`src/clns_pkg.sv`:
```
// ----------------------------------------------------------------------------
// clns_pkg: shared types and constants of the character display sequencer
// Holds the request kinds, register indexes, the state type and the fixed
// command bytes of the power-up run.
// ----------------------------------------------------------------------------
package clns_pkg;

  // Request kinds carried in the mode field
  localparam logic [1:0] MODE_CMD    = 2'd0;
  localparam logic [1:0] MODE_DATA   = 2'd1;
  localparam logic [1:0] MODE_INIT   = 2'd2;
  localparam logic [1:0] MODE_CURSOR = 2'd3;

  // Configuration register indexes
  localparam int unsigned CFG_IDX_W = 3;
  localparam logic [CFG_IDX_W-1:0] CFG_ENABLE_PULSE = 3'd0;
  localparam logic [CFG_IDX_W-1:0] CFG_SETTLE       = 3'd1;
  localparam logic [CFG_IDX_W-1:0] CFG_LONG_CMD     = 3'd2;
  localparam logic [CFG_IDX_W-1:0] CFG_POWER_UP     = 3'd3;
  localparam logic [CFG_IDX_W-1:0] CFG_FIRST_INIT   = 3'd4;
  localparam logic [CFG_IDX_W-1:0] CFG_INIT_STEP    = 3'd5;

  // Display command bytes and nibbles
  localparam logic [3:0] NIB_WAKE      = 4'h3;
  localparam logic [3:0] NIB_4BIT      = 4'h2;
  localparam logic [7:0] CMD_FUNC_SET  = 8'h28;
  localparam logic [7:0] CMD_DISP_ON   = 8'h0C;
  localparam logic [7:0] CMD_ENTRY     = 8'h06;
  localparam logic [7:0] CMD_CLEAR     = 8'h01;
  localparam logic [7:0] CMD_HOME      = 8'h02;
  localparam logic [7:0] CMD_SET_DDRAM = 8'h80;
  localparam logic [7:0] ROW1_OFFSET   = 8'h40;

  // Step counter: the power-up run is the longest, twelve strobes
  localparam int unsigned STEP_W      = 4;
  localparam logic [STEP_W-1:0] LAST_STEP_INIT = 4'd11;
  localparam logic [STEP_W-1:0] LAST_STEP_BYTE = 4'd1;
  localparam logic [STEP_W-1:0] INIT_BYTE_STEP = 4'd4;

  typedef enum logic [0:0] {
    ST_IDLE,
    ST_RUN
  } state_t;

  // Command byte sent at a given byte slot of the power-up run
  function automatic logic [7:0] init_cmd(input logic [2:0] slot);
    logic [7:0] b;
    case (slot)
      3'd2:    b = CMD_FUNC_SET;
      3'd3:    b = CMD_DISP_ON;
      3'd4:    b = CMD_ENTRY;
      3'd5:    b = CMD_CLEAR;
      default: b = CMD_CLEAR;
    endcase
    return b;
  endfunction

endpackage

```
`src/char_lcd_nibble_sequencer.sv`:
```
// ----------------------------------------------------------------------------
// char_lcd_nibble_sequencer: 4-bit character display interface controller
// Expands one display request into its run of nibble strobes with waits.
// ----------------------------------------------------------------------------
// A request taken on the slave stream produces one nibble strobe per cycle on
// the master stream while the master side does not stall: two strobes for a
// command byte, a data byte or a cursor move, twelve for the power-up run. The
// step counter walks the strobes of one request and a single wait adder forms
// the wait after each strobe. s_tready is low while a request is being
// expanded. The enable width register is accepted and not stored: the
// downstream pin driver times it.
module char_lcd_nibble_sequencer #(
  parameter int unsigned NUM_DISPLAYS = 2
) (
  input  logic                              clk,
  input  logic                              rst,
  // Request stream
  input  logic                              s_tvalid,
  output logic                              s_tready,
  input  logic [23:0]                       s_tdata,   // byte_value[7:0], column[13:8],
                                                       // row[21:14], zero[23:22]
  input  logic [2:0]                        s_tuser,   // mode[1:0], lcd_target[2]
  // Strobe stream
  output logic                              m_tvalid,
  input  logic                              m_tready,
  output logic [39:0]                       m_tdata,   // nibble[3:0], wait_before_us[19:4],
                                                       // wait_after_us[36:20], zero[39:37]
  output logic [1:0]                        m_tuser,   // enable_select[0], reg_select[1]
  output logic                              m_tlast,
  // Configuration write channel
  input  logic                              cfg_valid,
  output logic                              cfg_ready,
  input  logic [clns_pkg::CFG_IDX_W-1:0]    cfg_index,
  input  logic [15:0]                       cfg_data
);
  import clns_pkg::*;

  localparam int unsigned MaxSel    = NUM_DISPLAYS - 1;
  localparam logic        MaxSelBit = MaxSel[0];

  // Timing registers
  logic [15:0] settle_us;
  logic [15:0] long_command_us;
  logic [15:0] power_up_us;
  logic [15:0] first_init_us;
  logic [15:0] init_step_us;

  // Request registers
  state_t             state, state_next;
  logic [1:0]         mode_r;
  logic               sel_r;
  logic [7:0]         byte_r;
  logic [STEP_W-1:0]  step, step_next;
  logic [STEP_W-1:0]  last_step;

  // Output register
  logic               out_valid, out_valid_next;
  logic [3:0]         out_nibble;
  logic [15:0]        out_before;
  logic [16:0]        out_after;
  logic               out_rs;
  logic               out_sel;
  logic               out_last;

  // Request decode
  logic [1:0]  in_mode;
  logic        in_target;
  logic        in_sel;
  logic [7:0]  in_byte;
  logic [5:0]  in_column;
  logic [7:0]  in_row;
  logic [7:0]  cursor_addr;
  logic        accept;
  logic        advance;

  // Current strobe
  logic        is_init;
  logic        is_hi;
  logic        cur_rs;
  logic [7:0]  cur_byte;
  logic [3:0]  cur_nibble;
  logic [15:0] cur_before;
  logic [15:0] cur_extra;
  logic [16:0] cur_after;
  logic        cur_last;

  assign in_mode   = s_tuser[1:0];
  assign in_target = s_tuser[2];
  assign in_byte   = s_tdata[7:0];
  assign in_column = s_tdata[13:8];
  assign in_row    = s_tdata[21:14];

  // Clamp the target to the last display
  assign in_sel = (32'(in_target) > MaxSel) ? MaxSelBit : in_target;

  // Row one and above share the second line offset
  assign cursor_addr = CMD_SET_DDRAM
                     | (((in_row != 8'd0) ? ROW1_OFFSET : 8'd0) + {2'b00, in_column});

  assign s_tready  = (state == ST_IDLE);
  assign accept    = s_tvalid && s_tready;
  assign advance   = (state == ST_RUN) && (!out_valid || m_tready);
  assign cfg_ready = 1'b1;

  // Configuration writes
  always_ff @(posedge clk) begin
    if (rst) begin
      settle_us       <= 16'd40;
      long_command_us <= 16'd2000;
      power_up_us     <= 16'd40000;
      first_init_us   <= 16'd5000;
      init_step_us    <= 16'd150;
    end else if (cfg_valid && cfg_ready) begin
      case (cfg_index)
        CFG_SETTLE:     settle_us       <= cfg_data;
        CFG_LONG_CMD:   long_command_us <= cfg_data;
        CFG_POWER_UP:   power_up_us     <= cfg_data;
        CFG_FIRST_INIT: first_init_us   <= cfg_data;
        CFG_INIT_STEP:  init_step_us    <= cfg_data;
        default: begin
        end
      endcase
    end
  end

  // Decode the strobe at the current step
  always_comb begin
    is_init  = (mode_r == MODE_INIT);
    is_hi    = ~step[0];
    cur_rs   = (mode_r == MODE_DATA);
    cur_byte = is_init ? init_cmd(step[3:1]) : byte_r;
    cur_last = (step == last_step);
    if (is_init && step < INIT_BYTE_STEP) begin
      cur_nibble = (step == 4'd3) ? NIB_4BIT : NIB_WAKE;
    end else begin
      cur_nibble = is_hi ? cur_byte[7:4] : cur_byte[3:0];
    end
    cur_before = (is_init && step == '0) ? power_up_us : 16'd0;
    if (is_init && step == '0) begin
      cur_extra = first_init_us;
    end else if (is_init && step < INIT_BYTE_STEP) begin
      cur_extra = init_step_us;
    end else if (!is_hi && !cur_rs && (cur_byte == CMD_CLEAR || cur_byte == CMD_HOME)) begin
      cur_extra = long_command_us;
    end else begin
      cur_extra = 16'd0;
    end
    // Shared wait adder
    cur_after = {1'b0, settle_us} + {1'b0, cur_extra};
  end

  // Next state and handshake control
  always_comb begin
    state_next     = state;
    step_next      = step;
    out_valid_next = out_valid;
    if (m_tready) begin
      out_valid_next = 1'b0;
    end
    case (state)
      ST_IDLE: begin
        if (accept) begin
          state_next = ST_RUN;
          step_next  = '0;
        end
      end
      ST_RUN: begin
        if (advance) begin
          out_valid_next = 1'b1;
          step_next      = step + 1'b1;
          if (cur_last) begin
            state_next = ST_IDLE;
          end
        end
      end
      default: begin
        state_next = ST_IDLE;
      end
    endcase
  end

  // Control registers
  always_ff @(posedge clk) begin
    if (rst) begin
      state     <= ST_IDLE;
      step      <= '0;
      out_valid <= 1'b0;
    end else begin
      state     <= state_next;
      step      <= step_next;
      out_valid <= out_valid_next;
    end
  end

  // Latch the request
  always_ff @(posedge clk) begin
    if (accept) begin
      mode_r    <= in_mode;
      sel_r     <= in_sel;
      byte_r    <= (in_mode == MODE_CURSOR) ? cursor_addr : in_byte;
      last_step <= (in_mode == MODE_INIT) ? LAST_STEP_INIT : LAST_STEP_BYTE;
    end
  end

  // Load the output register
  always_ff @(posedge clk) begin
    if (advance) begin
      out_nibble <= cur_nibble;
      out_before <= cur_before;
      out_after  <= cur_after;
      out_rs     <= cur_rs;
      out_sel    <= sel_r;
      out_last   <= cur_last;
    end
  end

  assign m_tvalid = out_valid;
  assign m_tdata  = {3'b000, out_after, out_before, out_nibble};
  assign m_tuser  = {out_rs, out_sel};
  assign m_tlast  = out_last;

endmodule

```
`config.mk`:
```
export PLATFORM = sky130hd
export DESIGN_NAME = char_lcd_nibble_sequencer
export DESIGN_NICKNAME = d
export VERILOG_FILES = /design/src/clns_pkg.sv /design/src/char_lcd_nibble_sequencer.sv
export SDC_FILE = /design/constraint.sdc
export NUM_CORES = 1
export LEC_CHECK = 0
export BUFFER_PORTS_ARGS = -buffer_cell sky130_fd_sc_hd__buf_2
export CORE_MARGIN = 5
export CORE_UTILIZATION = 53
export DETAILED_ROUTE_END_ITERATION = 12
export GPL_TIMING_DRIVEN = 0
export PLACE_DENSITY = 0.75
export SLEW_MARGIN = 20
export SYNTH_ARGS = -nofsm -noshare
export SYNTH_HDL_FRONTEND = slang
export SYNTH_SLANG_ARGS = --single-unit
```
`constraint.sdc`:
```
create_clock -name clk -period 9.1 [get_ports clk]
set_clock_uncertainty 0.1 [all_clocks]
set_input_delay 0 -clock clk [delete_from_list [all_inputs] [get_ports clk]]
set_output_delay 0 -clock clk [all_outputs]
set_load 0.02 [all_outputs]
```
* Word level (Yosys, flattened, before mapping) *
Index checks and enable logic that the tools add are counted.
W data, S select, Z words.

word-level totals
  logic and storage cells = 81
  memory bits (read-only) = 0
  flip-flop bits (word level) = 141
  memories = 0
  RAM bits = 0
  latch bits = 0

cells by class
  mux-type cells = 21
  reduce and logical (&&, ||, !) cells = 18
  add/sub/neg operators = 3
  multiply operators = 0
  divide/modulo/power cells = 0
  eq/ne operators = 18
  shift-type cells = 0
  order comparisons = 1
  bitwise gates (word level) = 1

operators with widths
  kind                   count
  $mux W16               3
  $mux W4                5
  $pmux W6 S3            1
  $add A16 B16 Y17       1
  $mux W7                2
  $eq A3 B2 Y1 const B   4
  $reduce_and A2 Y1      6
  $eq A3 B3 Y1 const B   3
  $eq A8 B1 Y1 const B   1
  $eq A8 B2 Y1 const B   1
  $mux W8                1
  $pmux W4 S2            1
  $reduce_bool A8 Y1     1
  $add A7 B6 Y7          1
  $mux W1                7
  $eq A2 B2 Y1 const B   3
  $logic_and A1 B1 Y1    6
  $add A4 B1 Y4 const B  1
  $eq A4 B2 Y1 const B   1
  $eq A4 B4 Y1           1
  $logic_not A4 Y1       1
  $lt A4 B3 Y1 const B   1
  $ne A2 B1 Y1 const B   2
  $eq A3 B1 Y1 const B   1
  5 further kinds        7

* Logic depth before layout (Yosys ltp) *
  depth in word-level cells = 10
  depth in mapped cells = 15
  mapped depth without buffers = 13

* Worst setup path after synthesis *
No wires, ideal clock.

  kind = flip-flop to flip-flop
  from = register byte_r[1]
  to = register out_after[14] (data pin)
  path buffers = 1
  library setup time = 0.258 ns
  arrival time = 3.065 ns
  required time = 8.742 ns
  path slack = 5.677 ns
  cell stages (with the launch flop) = 15
  path through = edfxtp_1 > a211oi_2 > mux2i_1 > o21a_1 > nor3_4 > buf_6 > o2bb2ai_1 > ha_1 > inv_1 > fa_1 > nand2b_1 > a211oi_1 > o31ai_1 > o221a_2 > xnor2_1

on the way
  word-level cells in the longest chain between the ends = 8
  elaborated cells between the ends (all ways) = 9
  those cells by class = 1 x add/sub; 2 x eq/ne; 4 x mux; 2 x reduce/logical

ends and longest elaborated chain
  item                                                 RTL line                          RTL
  start, declared                                      char_lcd_nibble_sequencer.sv:52   logic [7:0] byte_r;
  start signal, assigned                               char_lcd_nibble_sequencer.sv:200  byte_r <= (in_mode == MODE_CURSOR) ? cursor_addr : in_byte;
  $mux W8 *                                            char_lcd_nibble_sequencer.sv:131  cur_byte = is_init ? init_cmd(step[3:1]) : byte_r;
  $eq A8 B1 Y1 / $eq A8 B2 Y1 (equally long branches)  char_lcd_nibble_sequencer.sv:143  end else if (!is_hi && !cur_rs && (cur_byte == CMD_CLEAR || cur_byte == CMD_HOME)) begin
  $logic_or A1 B1 Y1 *                                 char_lcd_nibble_sequencer.sv:143
  $logic_and A1 B1 Y1 *                                char_lcd_nibble_sequencer.sv:143
  $mux W16 *                                           char_lcd_nibble_sequencer.sv:143
  $mux W16 *                                           char_lcd_nibble_sequencer.sv:141  end else if (is_init && step < INIT_BYTE_STEP) begin
  $mux W16 *                                           char_lcd_nibble_sequencer.sv:139  if (is_init && step == '0) begin
  $add A16 B16 Y17 *                                   char_lcd_nibble_sequencer.sv:149  cur_after = {1'b0, settle_us} + {1'b0, cur_extra};
  via cur_after[14]                                    char_lcd_nibble_sequencer.sv:84   logic [16:0] cur_after;
  end signal, assigned                                 char_lcd_nibble_sequencer.sv:210  out_after <= cur_after;
  end, declared                                        char_lcd_nibble_sequencer.sv:60   logic [16:0] out_after;

Mark *: on every way through the listed nets, which the timed path passes. The rest lies on a longest branch.
A chain may end at the register's enable or synchronous reset.

* Final worst setup path *
  from = register step[0]
  to = register out_after[14] (data pin)

on the way
  word-level cells in the longest chain between the ends = 6
  elaborated cells between the ends (all ways) = 10
  those cells by class = 1 x add/sub; 1 x order compare; 3 x mux; 5 x reduce/logical

ends and longest elaborated chain
  item                                                  RTL line                          RTL
  start, declared                                       char_lcd_nibble_sequencer.sv:53   logic [STEP_W-1:0] step, step_next;
  start signal, assigned                                char_lcd_nibble_sequencer.sv:190  step <= step_next;
  branches (longest 4 deep; another with $lt A4 B3 Y1)  -
  $mux W16 *                                            char_lcd_nibble_sequencer.sv:139
  $add A16 B16 Y17 *                                    char_lcd_nibble_sequencer.sv:149
  via cur_after[14]                                     char_lcd_nibble_sequencer.sv:84

Mark *: on every way through the listed nets, which the timed path passes.

==> results.sh <==
export IMPL_status="complete, no violations"
export IMPL_vias=5470
export IMPL_yosysUniqueCellTypes=52
export IMPL_rr_worst_depth=15
export IMPL_die_x_um=119
export IMPL_pin_count=97
export IMPL_die_h_um=119
export IMPL_final_layout_size_suffix_gt1_share_pct=18.8
export IMPL_cpPeakStageDelay_ps=490
export IMPL_rr_startpoint="step[0]$_SDFFE_PP0P_"
export IMPL_critical_path_class="reg -> reg"
export IMPL_cts_sinks=138
export IMPL_critPathSlowestCell="clkbuf_1"
export IMPL_postPlaceCellArea_um2=6990
export IMPL_die_area_um2=14200
export IMPL_yosysSeqAreaShare_pct=51.8
export IMPL_min_path_type="in -> reg"
export IMPL_cts_root_buf="clkbuf_16"
export IMPL_final_util_pct=68.0
export IMPL_power_per_cell_area_nw_per_um2=197
export IMPL_crit_path_max_fanout=10
export IMPL_relSlewSlack_pct=48.0
export IMPL_synth_compound_area_share_pct=13.0
export IMPL_start_kind="register"
export IMPL_fin_crit_ps=4080
export IMPL_first_pass_iters=5
export IMPL_antennaDiodeCount=0
export IMPL_synth_top_area_share_pct=27.2
export IMPL_areaGrowthSynthToFinish_pct=27.4
export IMPL_end_kind="register"
export IMPL_detail_route_antenna_nets=0
export IMPL_synth_xor_area_share_pct=1.80
export IMPL_dp_hpwl_um=11100
export IMPL_grt_start_max_net_pins=40
export IMPL_r2r_slack_ps=5020
export IMPL_arrival_ps=4150
export IMPL_path_clk_slew_ps=60
export IMPL_syn_avg_cell_area_um2=9.41
export IMPL_start_util_pct=53.4
export IMPL_row_count=40
export IMPL_synth_area_um2=6330
export IMPL_wl_per_cell_um=16.5
export IMPL_hold_path_endpoint="first_init_us[7]$_SDFFE_PP1P_"
export IMPL_ys_ff_latch=138
export IMPL_finalNonFillerCells=987
export IMPL_synthArstFlopShare_pct=0
export IMPL_crit_required_ps=9170
export IMPL_core_um2=11900
export IMPL_min_from="rst"
export IMPL_path_cells="buf_2, inv_1, ha_1, buf_2, clkbuf_1, mux2i_1, o2bb2ai_1, ha_1, inv_1, fa_1, nand2b_1, a211oi_1, o31ai_1, o221a_2, xnor2_1"
export IMPL_fin_nets=897
export IMPL_first_global_vias=5328
export IMPL_antenna_found_initial=0
export IMPL_cts_buffers=17
export IMPL_fin_area_um2=8070
export IMPL_finalPower_mw=1.59
export IMPL_muxShareOfSynthArea_pct=4.45
export IMPL_worstSkewPairLatency_ps=420
export IMPL_slew_viol_final=0
export IMPL_wirelength_um=16300
export IMPL_place_congestion=0.898
export IMPL_synth_adder_area_share_pct=3.87
export IMPL_setup_viol=0
export IMPL_finalSetupTns_ps=0
export IMPL_yosysTopAreaCell="dfxtp_1"
export IMPL_synth_top_family_by_area="simple AND/OR/NAND/NOR gates"
export IMPL_min_period_over_period_pct=44.9
export IMPL_synthSimpleGateAreaFrac_pct=20.8
export IMPL_hold_path_depth=2
export IMPL_synth_flop_cell="dfxtp_1"
export IMPL_fmax_mhz=245
export IMPL_synthTopCellsByArea="dfxtp_1 (27%), edfxtp_1 (25%), nand2_1 (11%)"
export IMPL_finalHoldViolCount=0
export IMPL_yosys_warnings=0
export IMPL_grt_first_pass_wirelength_um=26700
export IMPL_vias_per_cell=5.54
export IMPL_grt_usage_pct=23.9
export IMPL_dp_cells=912
export IMPL_cap_violations=0
export IMPL_peakVddDrop_mv=0.119
export IMPL_rsz0062_at_grt="false"
export IMPL_overflow=0
export IMPL_cts_max_level=4
export IMPL_synth_edff_count=52
export IMPL_ctsLongestPathBuffers=2
export IMPL_post_route_drc_count=0
export IMPL_cts_tree="yes"
export IMPL_p_leak_nw=3.39
export IMPL_rr_endpoint="out_after[14]$_DFFE_PP_"
export IMPL_synth_cells=673
export IMPL_drtIter0Drc=508
export IMPL_io_buffers=89
export IMPL_worstMarginPinSlew_ps=780
power by group:
group / internal (mW) / switching, mW
registers: 0.672 / 0.0106
logic: 0.0659 / 0.100
clock network: 0.485 / 0.257
metal layers:
layer  global-route usage, %  wire length [µm]  vias up
met5                       0                 0        -
met4                    13.7               782        0
met2                    41.5              8210      247
met3                    5.56              1040       59
li1                        -                 -     2651
met1                    26.9              6230     2513
cell usage in the layout (no fill, tap or decap), types with 4 or more instances in the layout:
cell type        n
clkbuf_1        25
o2bb2ai_1       15
nor3_1          10
a21o_1           5
nand3b_1        22
a21oi_1         79
nor2_1          12
nand2b_1         7
a211oi_1         5
mux2_2           7
dfxtp_1         86
xnor2_1          8
dlygate4sd3_1   43
o21ai_0         11
nor2b_1          5
inv_1           11
clkbuf_16       19
or3_1            6
edfxtp_1        52
and3_1          20
conb_1           4
mux2i_1         18
buf_4            7
xor2_1           5
buf_2           98
nand3_1          8
nand2_1        182
ha_1            18
repair_timing:
action,in CTS,in global routing
endpoints found under the hold margin,98,0
hold buffers,43,0
buffers inserted,0,0
gates resized for setup,0,0
cells by family after synthesis:
logic type               count (synthesis)
AND/OR/NAND/NOR                        284
buffers and inverters                   56
multiplexers                            26
XOR/XNOR                                13
adder cells (fa/ha/maj)                 19
AO/OA/AOI/OAI                          135
flip-flops                             138
other                                    2
stage by stage:
stage,hold WS (ps),setup WS [ps]
final,11.3,5020
after CTS,6.34,5050
after global routing,0.862,4650
after global placement,76.9,5160
after floorplan,-1.13,5680
after detailed placement,78.7,5080
synth_stat cells, types with 2 or more instances:
master     count
nand2_1      182
dfxtp_1       86
a21oi_1       79
edfxtp_1      52
clkbuf_1      24
nand3b_1      22
and3_1        20
ha_1          18
mux2i_1       18
o2bb2ai_1     15
inv_1         12
nor2_1        12
o21ai_0       11
nor3_1        10
buf_2          9
nand3_1        8
xnor2_1        8
buf_4          7
mux2_2         7
nand2b_1       7
or3_1          6
a211oi_1       5
a21o_1         5
nor2b_1        5
xor2_1         5
a31oi_1        3
clkbuf_2       3
or2_2          3
conb_1         2
nand4_1        2
nor3_4         2
nor4_1         2
o2111ai_1      2
o21a_1         2
o31ai_1        2
layout make-up:
type	count	area [µm²]
well taps	147	184
multi-input cells	481	2800
clock inverters	9	130
clock buffers	23	520
repair buffers	133	896
inverters	12	45.0
plain buffers	44	214
fillers	872	3790
flip-flops and latches	138	3280
worst max path at each step:
stage | slack [ps] | from | depth (start not counted) | endpoint
finish | 5020 | step[0]$_SDFFE_PP0P_ | 15 | out_after[14]$_DFFE_PP_
detailed placement | 5080 | step[0]$_SDFFE_PP0P_ | 15 | out_after[14]$_DFFE_PP_
global route | 4650 | step[0]$_SDFFE_PP0P_ | 15 | out_after[14]$_DFFE_PP_
floorplan | 5680 | byte_r[1]$_DFFE_PP_ | 14 | out_after[14]$_DFFE_PP_
global placement | 5160 | step[0]$_SDFFE_PP0P_ | 15 | out_after[14]$_DFFE_PP_
CTS | 5050 | step[0]$_SDFFE_PP0P_ | 15 | out_after[14]$_DFFE_PP_
critical path: cells and delay by family (launching register included):
kind | cells | cell delay, ps
multiplexers | 1 | 170
AO/OA/AOI/OAI | 4 | 1020
XOR/XNOR | 1 | 120
adder cells (fa/ha/maj) | 3 | 800
AND/OR/NAND/NOR | 1 | 200
buffers and inverters | 5 | 1110
flip-flops | 1 | 310
registers in the layout, indices dropped and copies added (netlist names), 2 cells and up:
name,cells
power_up_us,16
step,4
byte_r,8
first_init_us,16
out_after,17
out_before,16
settle_us,16
init_step_us,16
out_nibble,4
mode_r,2
long_command_us,16
(Power assumes the default switching activity.)
